### config.mk
export PLATFORM = sky130hd
export DESIGN_NAME = rle_pixel_stream_decoder_core
export DESIGN_NICKNAME = d
export VERILOG_FILES = /design/src/rtl/core/rpsd_pkg.sv /design/src/rtl/core/rpsd_front.sv /design/src/rtl/core/rpsd_queue.sv /design/src/rtl/core/rpsd_back.sv /design/src/rtl/core/rle_pixel_stream_decoder_core.sv
export VERILOG_INCLUDE_DIRS = /design/src /design/src/rtl/core
export SDC_FILE = /design/constraint.sdc
export NUM_CORES = 1
export LEC_CHECK = 0
export BUFFER_PORTS_ARGS = -buffer_cell sky130_fd_sc_hd__buf_2
export CORE_ASPECT_RATIO = 0.75
export CORE_MARGIN = 10
export CORE_UTILIZATION = 55
export DETAILED_ROUTE_END_ITERATION = 10
export GPL_TIMING_DRIVEN = 0
export PLACE_DENSITY = 0.8
export SETUP_SLACK_MARGIN = 0.1
export SYNTH_ARGS = -nofsm -noshare
export SYNTH_HDL_FRONTEND = slang
export SYNTH_SLANG_ARGS = --single-unit
export TNS_END_PERCENT = 100
### constraint.sdc
create_clock -name clk -period 8.1 [get_ports clk]
set_input_delay 0.81 -clock clk [delete_from_list [all_inputs] [get_ports clk]]
set_output_delay 0.81 -clock clk [all_outputs]
set_load 0.005 [all_outputs]
### src/rtl/core/rle_pixel_stream_decoder_core_defines.svh
// ----------------------------------------------------------------------------
// RLE pixel stream decoder: assertion macros
// Shared check macros; each expects clk and rst_n in the enclosing module.
// ----------------------------------------------------------------------------
`ifndef RLE_PIXEL_STREAM_DECODER_CORE_DEFINES_SVH
`define RLE_PIXEL_STREAM_DECODER_CORE_DEFINES_SVH

// Same-cycle implication, quiet while in reset.
`define RPSD_ASSERT(label, ante, cons) \
    label: assert property (@(posedge clk) disable iff (!rst_n) (ante) |-> (cons)) \
        else $error("rpsd: same-cycle check failed");

// Next-cycle implication, quiet while in reset.
`define RPSD_ASSERT_NEXT(label, ante, cons) \
    label: assert property (@(posedge clk) disable iff (!rst_n) (ante) |=> (cons)) \
        else $error("rpsd: next-cycle check failed");

`endif

### src/rtl/core/rpsd_pkg.sv
// ----------------------------------------------------------------------------
// RLE pixel stream decoder package
// Shared types, register indexes, pixel format codes and the 5-bit scale table.
// ----------------------------------------------------------------------------
package rpsd_pkg;

    // Configuration register indexes
    localparam logic [1:0] CFG_RLE_ENABLE     = 2'd0;
    localparam logic [1:0] CFG_GRAYSCALE      = 2'd1;
    localparam logic [1:0] CFG_BITS_PER_PIXEL = 2'd2;
    localparam logic [1:0] CFG_PIXEL_COUNT    = 2'd3;

    // Pixel formats; code + 1 is the byte count of one pixel
    localparam logic [1:0] FMT_GREY = 2'd0;
    localparam logic [1:0] FMT_1555 = 2'd1;
    localparam logic [1:0] FMT_BGR  = 2'd2;
    localparam logic [1:0] FMT_BGRA = 2'd3;

    // Header byte fields
    localparam logic [7:0] HDR_REPEAT_MASK = 8'h80;
    localparam logic [7:0] HDR_COUNT_MASK  = 8'h7f;

    // c * 255 / 31, truncated, for a 5-bit channel c
    localparam logic [7:0] SCALE5_LUT [32] = '{
        8'd0,   8'd8,   8'd16,  8'd24,  8'd32,  8'd41,  8'd49,  8'd57,
        8'd65,  8'd74,  8'd82,  8'd90,  8'd98,  8'd106, 8'd115, 8'd123,
        8'd131, 8'd139, 8'd148, 8'd156, 8'd164, 8'd172, 8'd180, 8'd189,
        8'd197, 8'd205, 8'd213, 8'd222, 8'd230, 8'd238, 8'd246, 8'd255
    };

    typedef struct packed {
        logic        rle_enable;
        logic        grayscale;
        logic [7:0]  bits_per_pixel;
        logic [31:0] pixel_count;
    } cfg_t;

    // One classified result waiting for conversion
    typedef struct packed {
        logic        is_error;
        logic [1:0]  fmt;
        logic [31:0] raw;
        logic [7:0]  run;
        logic        last;
    } job_t;

endpackage

### src/rtl/core/rpsd_front.sv
// ----------------------------------------------------------------------------
// RLE pixel stream decoder: front end
// Takes one byte a cycle while the queue has room, tracks packet and pixel
// assembly, clips runs and pushes finished pixel or error jobs into the queue.
// ----------------------------------------------------------------------------
module rpsd_front
(
    input  logic                clk,
    input  logic                rst_n,
    input  rpsd_pkg::cfg_t      cfg,
    input  logic                in_valid,
    output logic                in_stall,
    input  logic [7:0]          data_byte,
    input  logic                start_of_image,
    input  logic                push_ready,
    output logic                push_valid,
    output rpsd_pkg::job_t      push_job
);

    logic        in_packet_reg, in_packet_next;
    logic        repeat_reg, repeat_next;
    logic [7:0]  remaining_reg, remaining_next;
    logic [1:0]  byte_pos_reg, byte_pos_next;
    logic [23:0] partial_reg, partial_next;
    logic [31:0] emitted_reg, emitted_next;
    logic        finished_reg, finished_next;

    logic        accept;
    logic        cur_in_packet, cur_repeat, cur_finished;
    logic [7:0]  cur_remaining;
    logic [1:0]  cur_byte_pos;
    logic [23:0] cur_partial;
    logic [31:0] cur_emitted;
    logic [1:0]  fmt;
    logic        supported;
    logic        done;
    logic [31:0] shifted;
    logic [7:0]  run;
    logic [7:0]  run_clipped;
    logic [31:0] pix_left;
    logic        clip;

    assign in_stall = !push_ready;
    assign accept   = in_valid && push_ready;

    // Start of image clears packet state before the byte is used
    assign cur_in_packet = start_of_image ? 1'b0  : in_packet_reg;
    assign cur_repeat    = start_of_image ? 1'b0  : repeat_reg;
    assign cur_remaining = start_of_image ? 8'd0  : remaining_reg;
    assign cur_byte_pos  = start_of_image ? 2'd0  : byte_pos_reg;
    assign cur_partial   = start_of_image ? 24'd0 : partial_reg;
    assign cur_emitted   = start_of_image ? 32'd0 : emitted_reg;
    assign cur_finished  = start_of_image ? 1'b0  : finished_reg;

    always_comb
    begin
        fmt       = rpsd_pkg::FMT_GREY;
        supported = 1'b0;
        priority if (cfg.grayscale)
        begin
            supported = (cfg.bits_per_pixel == 8'd8);
        end
        else if (cfg.bits_per_pixel == 8'd16)
        begin
            fmt       = rpsd_pkg::FMT_1555;
            supported = 1'b1;
        end
        else if (cfg.bits_per_pixel == 8'd24)
        begin
            fmt       = rpsd_pkg::FMT_BGR;
            supported = 1'b1;
        end
        else if (cfg.bits_per_pixel == 8'd32)
        begin
            fmt       = rpsd_pkg::FMT_BGRA;
            supported = 1'b1;
        end
        else
        begin
            supported = 1'b0;
        end
    end

    assign done    = cur_finished || (cur_emitted >= cfg.pixel_count);
    assign shifted = {24'd0, data_byte} << {cur_byte_pos, 3'b000};

    // A repeat packet stands for its whole count; anything else is one pixel
    assign run         = (cfg.rle_enable && cur_repeat) ? cur_remaining : 8'd1;
    assign pix_left    = cfg.pixel_count - cur_emitted;
    assign clip        = (pix_left[31:8] == 24'd0) && (pix_left[7:0] <= run);
    assign run_clipped = clip ? pix_left[7:0] : run;

    always_comb
    begin
        in_packet_next = in_packet_reg;
        repeat_next    = repeat_reg;
        remaining_next = remaining_reg;
        byte_pos_next  = byte_pos_reg;
        partial_next   = partial_reg;
        emitted_next   = emitted_reg;
        finished_next  = finished_reg;
        push_valid     = 1'b0;
        push_job       = '0;
        push_job.fmt   = fmt;
        push_job.raw   = {8'd0, cur_partial} | shifted;

        if (accept)
        begin
            in_packet_next = cur_in_packet;
            repeat_next    = cur_repeat;
            remaining_next = cur_remaining;
            byte_pos_next  = cur_byte_pos;
            partial_next   = cur_partial;
            emitted_next   = cur_emitted;
            finished_next  = cur_finished;

            priority if (!supported)
            begin
                push_valid        = 1'b1;
                push_job.is_error = 1'b1;
            end
            else if (done)
            begin
                // drop bytes until the next image
            end
            else if (cfg.rle_enable && !cur_in_packet)
            begin
                repeat_next    = |(data_byte & rpsd_pkg::HDR_REPEAT_MASK);
                remaining_next = (data_byte & rpsd_pkg::HDR_COUNT_MASK) + 8'd1;
                in_packet_next = 1'b1;
                byte_pos_next  = 2'd0;
                partial_next   = 24'd0;
            end
            else if (({1'b0, cur_byte_pos} + 3'd1) < ({1'b0, fmt} + 3'd1))
            begin
                partial_next  = cur_partial | shifted[23:0];
                byte_pos_next = cur_byte_pos + 2'd1;
            end
            else
            begin
                byte_pos_next = 2'd0;
                partial_next  = 24'd0;
                if (cfg.rle_enable)
                begin
                    if (cur_repeat)
                    begin
                        in_packet_next = 1'b0;
                        remaining_next = 8'd0;
                    end
                    else
                    begin
                        remaining_next = cur_remaining - 8'd1;
                        if (remaining_next == 8'd0)
                        begin
                            in_packet_next = 1'b0;
                        end
                    end
                end
                emitted_next  = cur_emitted + {24'd0, run_clipped};
                finished_next = clip;
                push_valid    = 1'b1;
                push_job.run  = run_clipped;
                push_job.last = clip;
            end
        end
    end

    always_ff @(posedge clk or negedge rst_n)
    begin
        if (!rst_n)
        begin
            in_packet_reg <= 1'b0;
            repeat_reg    <= 1'b0;
            remaining_reg <= 8'd0;
            byte_pos_reg  <= 2'd0;
            partial_reg   <= 24'd0;
            emitted_reg   <= 32'd0;
            finished_reg  <= 1'b0;
        end
        else
        begin
            in_packet_reg <= in_packet_next;
            repeat_reg    <= repeat_next;
            remaining_reg <= remaining_next;
            byte_pos_reg  <= byte_pos_next;
            partial_reg   <= partial_next;
            emitted_reg   <= emitted_next;
            finished_reg  <= finished_next;
        end
    end

endmodule

### src/rtl/core/rpsd_queue.sv
// ----------------------------------------------------------------------------
// RLE pixel stream decoder: job queue
// Small FIFO that parts the front end from the back end.
// ----------------------------------------------------------------------------
`include "rle_pixel_stream_decoder_core_defines.svh"

module rpsd_queue
#(
    parameter int DEPTH = 2
)
(
    input  logic                clk,
    input  logic                rst_n,
    input  logic                push_valid,
    input  rpsd_pkg::job_t      push_job,
    output logic                full,
    input  logic                pop,
    output logic                head_valid,
    output rpsd_pkg::job_t      head_job
);

    localparam int PTR_W = $clog2(DEPTH);
    localparam int CNT_W = $clog2(DEPTH + 1);

    rpsd_pkg::job_t   mem [DEPTH];
    logic [PTR_W-1:0] wr_ptr_reg, wr_ptr_next;
    logic [PTR_W-1:0] rd_ptr_reg, rd_ptr_next;
    logic [CNT_W-1:0] count_reg, count_next;

    assign full       = (count_reg == CNT_W'(DEPTH));
    assign head_valid = (count_reg != '0);
    assign head_job   = mem[rd_ptr_reg];

    always_comb
    begin
        wr_ptr_next = wr_ptr_reg;
        rd_ptr_next = rd_ptr_reg;
        if (push_valid)
        begin
            wr_ptr_next = (wr_ptr_reg == PTR_W'(DEPTH - 1)) ? '0 : wr_ptr_reg + 1'b1;
        end
        if (pop)
        begin
            rd_ptr_next = (rd_ptr_reg == PTR_W'(DEPTH - 1)) ? '0 : rd_ptr_reg + 1'b1;
        end
        unique case ({push_valid, pop})
            2'b10:   count_next = count_reg + 1'b1;
            2'b01:   count_next = count_reg - 1'b1;
            default: count_next = count_reg;
        endcase
    end

    always_ff @(posedge clk)
    begin
        if (push_valid)
        begin
            mem[wr_ptr_reg] <= push_job;
        end
    end

    always_ff @(posedge clk or negedge rst_n)
    begin
        if (!rst_n)
        begin
            wr_ptr_reg <= '0;
            rd_ptr_reg <= '0;
            count_reg  <= '0;
        end
        else
        begin
            wr_ptr_reg <= wr_ptr_next;
            rd_ptr_reg <= rd_ptr_next;
            count_reg  <= count_next;
        end
    end

    `RPSD_ASSERT(a_no_push_when_full, full, !push_valid)
    `RPSD_ASSERT(a_no_pop_when_empty, pop, head_valid)
    `RPSD_ASSERT_NEXT(a_full_holds, full && !pop, full)

endmodule

### src/rtl/core/rpsd_back.sv
// ----------------------------------------------------------------------------
// RLE pixel stream decoder: back end
// Pops jobs, converts the raw pixel to ARGB8888 and holds the result word.
// ----------------------------------------------------------------------------
module rpsd_back
(
    input  logic                clk,
    input  logic                rst_n,
    input  logic                head_valid,
    input  rpsd_pkg::job_t      head_job,
    output logic                pop,
    output logic                out_valid,
    input  logic                out_stall,
    output logic [31:0]         pixel_argb,
    output logic [7:0]          run_length,
    output logic                last_run,
    output logic                status
);

    logic        out_valid_reg;
    logic [31:0] argb_reg, argb_next;
    logic [7:0]  run_reg, run_next;
    logic        last_reg, last_next;
    logic        status_reg, status_next;
    logic [31:0] converted;

    // Load when the output slot is empty or being taken this cycle
    assign pop = head_valid && (!out_valid_reg || !out_stall);

    always_comb
    begin
        unique case (head_job.fmt)
            rpsd_pkg::FMT_GREY:
                converted = {8'hff, head_job.raw[7:0], head_job.raw[7:0], head_job.raw[7:0]};
            rpsd_pkg::FMT_1555:
                converted = {{8{head_job.raw[15]}},
                             rpsd_pkg::SCALE5_LUT[head_job.raw[14:10]],
                             rpsd_pkg::SCALE5_LUT[head_job.raw[9:5]],
                             rpsd_pkg::SCALE5_LUT[head_job.raw[4:0]]};
            rpsd_pkg::FMT_BGR:
                converted = {8'hff, head_job.raw[23:0]};
            rpsd_pkg::FMT_BGRA:
                converted = head_job.raw;
            default:
                converted = head_job.raw;
        endcase

        if (head_job.is_error)
        begin
            argb_next   = 32'd0;
            run_next    = 8'd0;
            last_next   = 1'b0;
            status_next = 1'b1;
        end
        else
        begin
            argb_next   = converted;
            run_next    = head_job.run;
            last_next   = head_job.last;
            status_next = 1'b0;
        end
    end

    always_ff @(posedge clk)
    begin
        if (pop)
        begin
            argb_reg   <= argb_next;
            run_reg    <= run_next;
            last_reg   <= last_next;
            status_reg <= status_next;
        end
    end

    always_ff @(posedge clk or negedge rst_n)
    begin
        if (!rst_n)
        begin
            out_valid_reg <= 1'b0;
        end
        else if (pop)
        begin
            out_valid_reg <= 1'b1;
        end
        else if (!out_stall)
        begin
            out_valid_reg <= 1'b0;
        end
    end

    assign out_valid  = out_valid_reg;
    assign pixel_argb = argb_reg;
    assign run_length = run_reg;
    assign last_run   = last_reg;
    assign status     = status_reg;

endmodule

### src/rtl/core/rle_pixel_stream_decoder_core.sv
// ----------------------------------------------------------------------------
// RLE pixel stream decoder core
// Decodes raw or run-length coded Targa pixel data into ARGB8888 runs.
// ----------------------------------------------------------------------------
// The core takes one data byte per clock while in_stall is low and gives at
// most one result word per byte: a pixel in ARGB8888 with its run count, or an
// error word when the configured depth is not supported. A byte is taken at a
// rising edge with in_valid high and in_stall low; its result, if any, shows on
// the output just after the next rising edge at the earliest. The rate is one
// byte per cycle while the queue has room, set by the front end's packet and
// pixel update, whose longest path is the 32-bit subtract and compare that
// clips a run at the pixel total. Results wait in a QUEUE_DEPTH-entry job
// queue and then an output register, so the input keeps flowing while the
// consumer holds out_stall; in_stall rises only once the queue is full. Write
// configuration only while the core is idle. With a supported depth, header
// bytes, partial pixels and bytes after the image is complete give no word;
// start_of_image clears the image state before its own byte is used.
// ----------------------------------------------------------------------------
`include "rle_pixel_stream_decoder_core_defines.svh"

module rle_pixel_stream_decoder_core
#(
    parameter int QUEUE_DEPTH = 2
)
(
    input  logic        clk,
    input  logic        rst_n,

    // Configuration write port
    input  logic        cfg_write,
    input  logic [1:0]  cfg_index,
    input  logic [31:0] cfg_data,

    // Byte input
    input  logic        in_valid,
    output logic        in_stall,
    input  logic [7:0]  data_byte,
    input  logic        start_of_image,

    // Result output
    output logic        out_valid,
    input  logic        out_stall,
    output logic [31:0] pixel_argb,
    output logic [7:0]  run_length,
    output logic        last_run,
    output logic        status
);

    rpsd_pkg::cfg_t cfg_reg;
    rpsd_pkg::job_t push_job;
    rpsd_pkg::job_t head_job;
    logic           push_valid;
    logic           queue_full;
    logic           head_valid;
    logic           pop;

    // Configuration registers; all but the pixel count keep only the low bits
    always_ff @(posedge clk or negedge rst_n)
    begin
        if (!rst_n)
        begin
            cfg_reg.rle_enable     <= 1'b0;
            cfg_reg.grayscale      <= 1'b0;
            cfg_reg.bits_per_pixel <= 8'd32;
            cfg_reg.pixel_count    <= 32'd0;
        end
        else if (cfg_write)
        begin
            unique case (cfg_index)
                rpsd_pkg::CFG_RLE_ENABLE:     cfg_reg.rle_enable     <= cfg_data[0];
                rpsd_pkg::CFG_GRAYSCALE:      cfg_reg.grayscale      <= cfg_data[0];
                rpsd_pkg::CFG_BITS_PER_PIXEL: cfg_reg.bits_per_pixel <= cfg_data[7:0];
                rpsd_pkg::CFG_PIXEL_COUNT:    cfg_reg.pixel_count    <= cfg_data;
                default:                      cfg_reg                <= cfg_reg;
            endcase
        end
    end

    // Front end: classify each byte and advance packet and pixel state
    rpsd_front u_front
    (
        .clk            (clk),
        .rst_n          (rst_n),
        .cfg            (cfg_reg),
        .in_valid       (in_valid),
        .in_stall       (in_stall),
        .data_byte      (data_byte),
        .start_of_image (start_of_image),
        .push_ready     (!queue_full),
        .push_valid     (push_valid),
        .push_job       (push_job)
    );

    // Queue: hold finished jobs so either side can stall alone
    rpsd_queue #(
        .DEPTH (QUEUE_DEPTH)
    ) u_queue
    (
        .clk        (clk),
        .rst_n      (rst_n),
        .push_valid (push_valid),
        .push_job   (push_job),
        .full       (queue_full),
        .pop        (pop),
        .head_valid (head_valid),
        .head_job   (head_job)
    );

    // Back end: convert to ARGB and register the result word
    rpsd_back u_back
    (
        .clk        (clk),
        .rst_n      (rst_n),
        .head_valid (head_valid),
        .head_job   (head_job),
        .pop        (pop),
        .out_valid  (out_valid),
        .out_stall  (out_stall),
        .pixel_argb (pixel_argb),
        .run_length (run_length),
        .last_run   (last_run),
        .status     (status)
    );

    `RPSD_ASSERT(a_error_word_clean, out_valid && status,
        (pixel_argb == 32'd0) && (run_length == 8'd0) && !last_run)
    `RPSD_ASSERT(a_stall_tracks_queue, in_stall, queue_full)
    `RPSD_ASSERT_NEXT(a_out_held, out_valid && out_stall,
        out_valid && $stable(pixel_argb) && $stable(run_length) && $stable(status))

endmodule
# Word-level counts from Yosys, hierarchy flattened
# Memory sizes are Yosys's and may differ from the RTL's.
# Index checks and enable logic that the tools add are counted.
[classes]
bitwise_logic = 5
n_addsub = 11
n_eq_ne = 14
shift = 1
reduce_logical = 21
order_cmp = 6
muxes = 76
[ops]
columns = ["operator", "count"]
rows = [
  ["$mux 32", 5],
  ["$pmux 32 s4", 1],
  ["$mux 24", 5],
  ["$mux 8", 15],
  ["$mux 9", 5],
  ["$mux 1", 35],
  ["$add 32x8->32", 1],
  ["$ge 32x32->1", 1],
  ["$or 24x32->32", 1],
  ["$shl 8x5->32", 1],
  ["$sub 32x32->32", 1],
  ["$logic_not 24->1", 1],
  ["$or 24x24->24", 1],
  ["$ge 6x6->1 const B", 3],
  ["$mux 2", 9],
  ["$not 5->6", 3],
  ["$eq 8x5->1 const B", 2],
  ["$eq 2x2->1 const B", 6],
  ["$add 7x1->8 const B", 1],
  ["$eq 8x4->1 const B", 1],
  ["$eq 8x6->1 const B", 1],
  ["$le 8x8->1", 1],
  ["$logic_not 8->1", 1],
  ["$reduce_and 2->1", 4],
  ["14 further kinds", 29],
]
[word_totals]
input_bits = 48
mem_bits_rw = 88
romBits = 768
out_inout_bits = 44
elab_cells = 157
mem_count = 4
regBits = 158
[memory_table]
columns = ["memory", "depth", "word_bits", "rd", "rd_clocked_by_memory_dff", "write_ports", "line_no", "source"]
rows = [
  ["(name not given)", 32, 8, 1, 0, 0, "rpsd_back.sv:37", "rpsd_pkg::SCALE5_LUT[head_job.raw[14:10]],"],
  ["(name not given)", 32, 8, 1, 0, 0, "rpsd_back.sv:38", "rpsd_pkg::SCALE5_LUT[head_job.raw[9:5]],"],
  ["(name not given)", 32, 8, 1, 0, 0, "rpsd_back.sv:39", "rpsd_pkg::SCALE5_LUT[head_job.raw[4:0]]};"],
  ["u_queue.mem", 2, 44, 1, 0, 1, "rpsd_queue.sv:25", "rpsd_pkg::job_t mem [DEPTH];"],
]

# Logic depth before layout (Yosys ltp)
[logic_depth]
depth_word = 14
ltp_mapped = 36
mapped_depth_nobuf = 32

# By module
# From an unflattened synthesis, not the netlist that was laid out.
[hier_totals]
cells_unflattened = 1387
area_unflattened_um2 = 14702.9
[by_module_without_submodules]
columns = ["module", "n_inst", "seq_area_each_um2", "area_each_um2", "cells_each"]
rows = [
  ["rpsd_front", 1, 1726.7, 7193.1, 927],
  ["rpsd_queue", 1, 2742.6, 3562.2, 153],
  ["rpsd_back", 1, 1286.2, 2228.4, 215],
  ["rle_pixel_stream_decoder_core", 1, 1052.3, 1719.1, 92],
]

# Least setup slack after synthesis
# No wires, ideal clock.
[synth_timing]
path_kind = "input to register"
from = "in start_of_image"
to = "reg u_front.emitted_reg[24]"
stages = 35
arrival_ns = 7.469
required_ns = 8.021
path_slack_ns = 0.552
setup_time_ns = 0.079
n_path_buf = 4
cell_sequence = "clkbuf_1 > clkinv_1 > clkbuf_1 > buf_1 > buf_1 > nand2_1 > ha_1 > o211ai_1 > a21oi_1 > nor2_1 > o21ai_0 > xor2_1 > ha_1 > nand4_1 > nor3_1 > nor2_1 > a211oi_1 > nand4_1 > nor4b_1 > nand4_1 > nor4_4 > and4_2 > a21oi_1 > ha_1 > fa_1 > a21o_1 > a21oi_1 > o21bai_1 > a21oi_1 > o21bai_1 > a21oi_1 > nand4b_1 > nor2_1 > nand3_1 > xor2_1"
[synth_between]
elab_chain_cells = 11
elab_cells_between_ends = 24
cone_classes = "add/sub (3); order compare (3); mux (12); reduce/logical (6)"
[synth_lines]
columns = ["element", "line_no", "source"]
rows = [
  ["from (decl)", "rle_pixel_stream_decoder_core.sv:38", "input logic start_of_image,"],
  ["branches (longest 10 deep; another with $sub 32x32->32)", "--", ""],
  ["$mux 32 (*)", "rpsd_front.sv:117", "priority if (!supported)"],
  ["to (signal assigned)", "rpsd_front.sv:187", "emitted_reg <= emitted_next;"],
  ["to (decl)", "rpsd_front.sv:25", "logic [31:0] emitted_reg, emitted_next;"],
]
# Mark *: on every way between the ends.
# A chain may end at the register's enable or synchronous reset.

# Final worst setup path
[layout_timing]
from = "in start_of_image"
to = "reg u_front.emitted_reg[23]"
# The elaborated chain is that of the path after synthesis.

==> reports/results.ini <==
[routing]
drt_iter0_markers = 1334
drc_errors = 0
vias = 11300
antenna_left = 0
first_pass_iters = 6
post_drt_wl_per_cell_um = 20.9
via_per_inst = 6.19
wirelength_mm = 38.2

[sta]
worst_slack_ns = 0.525
fmax_mhz = 132
max_slew_margin_pct = 10.2
rsz0062_at_grt = no
fin_crit_ns = 7.58
setup_viol = 0
worstMarginPinSlew_ns = 1.33
fin_skew_ns = 0.0139
whs_ns = 0.159
fin_crit_sh_pct = 93.5
timing.final.hold_violations = 0
fin_setup_tns_ns = 0
slew_violations = 0

[placement]
io_buffers = 88
pre_cts_ws_ns = -1.68
placed_cells = 1776
place.gp.congestion = 0.984
placed_area_um2 = 14900
dp_hpwl_mm = 28.7

[grt]
grt_max_degree = 83
grt_pass1_wl_mm = 59.8
overflow = 0
grt_pass1_vias = 10800
antenna_found_initial = 1
track_usage_pct = 23.2

[floorplan]
fp.dieH_um = 158
core_um2 = 25000
fp.dieArea_um2 = 32200
top_level_ports = 92
die_x_um = 204
rows = 50
initial_core_util_pct = 55.9

[clock_network]
numClockSinks = 246
root_buffer = clkbuf_16
cts_max_path_buffers = 3
cts_tree = done
htree_levels = 1
clock_latency_ns = 0.55
clk_pin_slew_ns = 0.06
cts_buffers = 25

[finish]
post-route-util_pct = 63.6
fin_area_um2 = 15900
largest_register_ffs = 88
fin_nets = 1575
instances_no_fill = 1830
drive_above_1_share_pct = 16.6
fill_cells = 1970
final_common_cell = nand2_1
final_cell_mix = nand2_1, edfxtp_1, dfrtp_1
syn_to_final_growth_pct = 13.8

[synth]
syn_area_per_cell_um2 = 10.4
synth_fp_nets = 1452
mappedNetlistArea_um2 = 13900
synth_area_leaders = edfxtp_1, dfrtp_1, ha_1, nand2_1, mux2_2
yosysSeqAreaShare_pct = 48.8
synth-edff-count = 130
ys_ff_latch = 246
synth_top_area_share_pct = 28.0
synth_ff_type = edfxtp_1
yosys_warnings = 0
synth.distinct_cells = 80
netlist_instances = 1346
yosys.area.top_type = edfxtp_1
async_reset_ff_share_pct = 47.2

[worst_setup_path]
crit_top_cell = a21o_1
critPathKind = in2reg
path_buf_inv = 7
critical-path-top-delay-family = compound AO/OA/AOI/OAI gates
cp-startpoint = start_of_image
start_kind = input pin
cp.arrival_ns = 8.01
timing.rr.start = u_front.emitted_reg[0]
cpPeakStageDelay_ns = 0.55
worstPathMaxFanout = 17
endpoint_kind = register
crit_slowest_cell = or4b_1
cp_data_required_time_ns = 8.53

[run]
drv_cap = 0

[pwr]
p_per_area_nw_per_um2 = 289
p_switching_mw = 1.66
p_clk_share_pct = 25.3
peakVddDrop_uv = 204
p_seq_share_pct = 38.4
combPwrFrac_pct = 36.3
p_leak_nw = 6.48
total_power_mw = 4.58
p_int_mw = 2.92
switching_share_pct = 36.2

[min_path]
hold_path_class = in2async

[outcome]
status = completed

==> layout make-up <==
type | instances | area [um2] | share of cell area, %
Clock inverter | 17 | 166 | 1.05
Clock buffer | 29 | 651 | 4.10
Timing Repair Buffer | 97 | 572 | 3.60
Inverter | 39 | 151 | 0.954
Antenna cell | 4 | 10.0 | 0.0631
Sequential cell | 246 | 6810 | 42.9
Tap cell | 338 | 423 | 2.67
Buffer | 60 | 275 | 1.73
Multi-Input combinational cell | 1000 | 6810 | 42.9
==> worst reg2reg max path: cells and delay by family, from the launching register on <==
| kind | cells | cell delay, ns |
|---|---|---|
| xor gates and xnor gates | 2 | 0.48 |
| buffers and inverters | 3 | 0.45 |
| DFF | 1 | 0.37 |
| AOI/OAI and AO/OA | 12 | 1.96 |
| adders and majority gates | 4 | 1.08 |
| and+or+nand+nor | 12 | 2.42 |
==> power by group through the flow <==
stage                     Combinational (mW)  Sequential, mW  Clock, mW
final                                   1.66            1.76       1.16
after global routing                    1.82            1.78       1.22
after CTS                               1.63            1.76       1.17
after detailed placement                1.62            1.78          0
after global placement                  1.55            1.79          0
after floorplan                         1.06            1.79          0
==> cells in the mapped netlist, types with 4 or more instances <==
cell type / count
nand2_1: 163
edfxtp_1: 130
dfrtp_1: 115
nor2_1: 97
a21oi_1: 90
o21ai_0: 71
ha_1: 56
mux2_2: 51
mux2i_1: 44
a22o_1: 40
clkbuf_1: 38
xnor2_1: 38
inv_1: 37
nand3_1: 29
a21o_1: 26
nand4_1: 26
nor3_1: 23
nor2b_1: 22
a211oi_1: 21
xor2_1: 19
and3_1: 14
a31oi_1: 12
and2_1: 12
buf_1: 11
o211ai_1: 10
a22oi_1: 9
a31o_2: 9
o21a_1: 9
buf_2: 8
nand2b_1: 8
or3_1: 8
o21bai_1: 7
o22ai_1: 7
a21boi_0: 5
nor3b_1: 5
nor4_1: 5
o221ai_1: 4
==> kinds of logic after synthesis <==
family | count (synthesis) | synth area share (%)
adder cells (fa/ha/maj) | 60 | 5.46
XOR/XNOR | 57 | 3.58
AO/OA/AOI/OAI | 351 | 16.7
buffers and inverters | 100 | 2.95
AND/OR/NAND/NOR | 437 | 15.2
flip-flops | 246 | 48.8
multiplexers | 95 | 7.28
==> what timing repair did <==
action / 4_1_cts / 5_1_grt
setup endpoints to repair: 26 / 23
setup buffers: 3 / 2
hold buffers: 0 / 0
pin swaps: 1 / 1
gates cloned: 0 / 0
gates resized for setup: 8 / 20
==> routing by layer <==
| layer | global-route usage, % | wire length, um | up-vias |
|---|---|---|---|
| met4 | 4.71 | 610 | 0 |
| met3 | 5.80 | 4110 | 49 |
| met1 | 34.7 | 17600 | 5481 |
| met5 | 0 | 0 | - |
| met2 | 33.3 | 15800 | 550 |
| li1 | - | - | 5251 |
==> worst paths after layout <==
kind	end	slack [ns]	cells past startpoint
max reg2reg	u_front.emitted_reg[23]	1.26	33
max	u_front.emitted_reg[23]	0.52	36
min	cfg_reg[20]	0.16	1
min in group clk	u_front.emitted_reg[3]	0.48	2
max in group asynchronous	u_front.partial_reg[19]	7.21	2
min reg2reg	u_front.emitted_reg[3]	0.48	2
(Power assumes the default switching activity.)
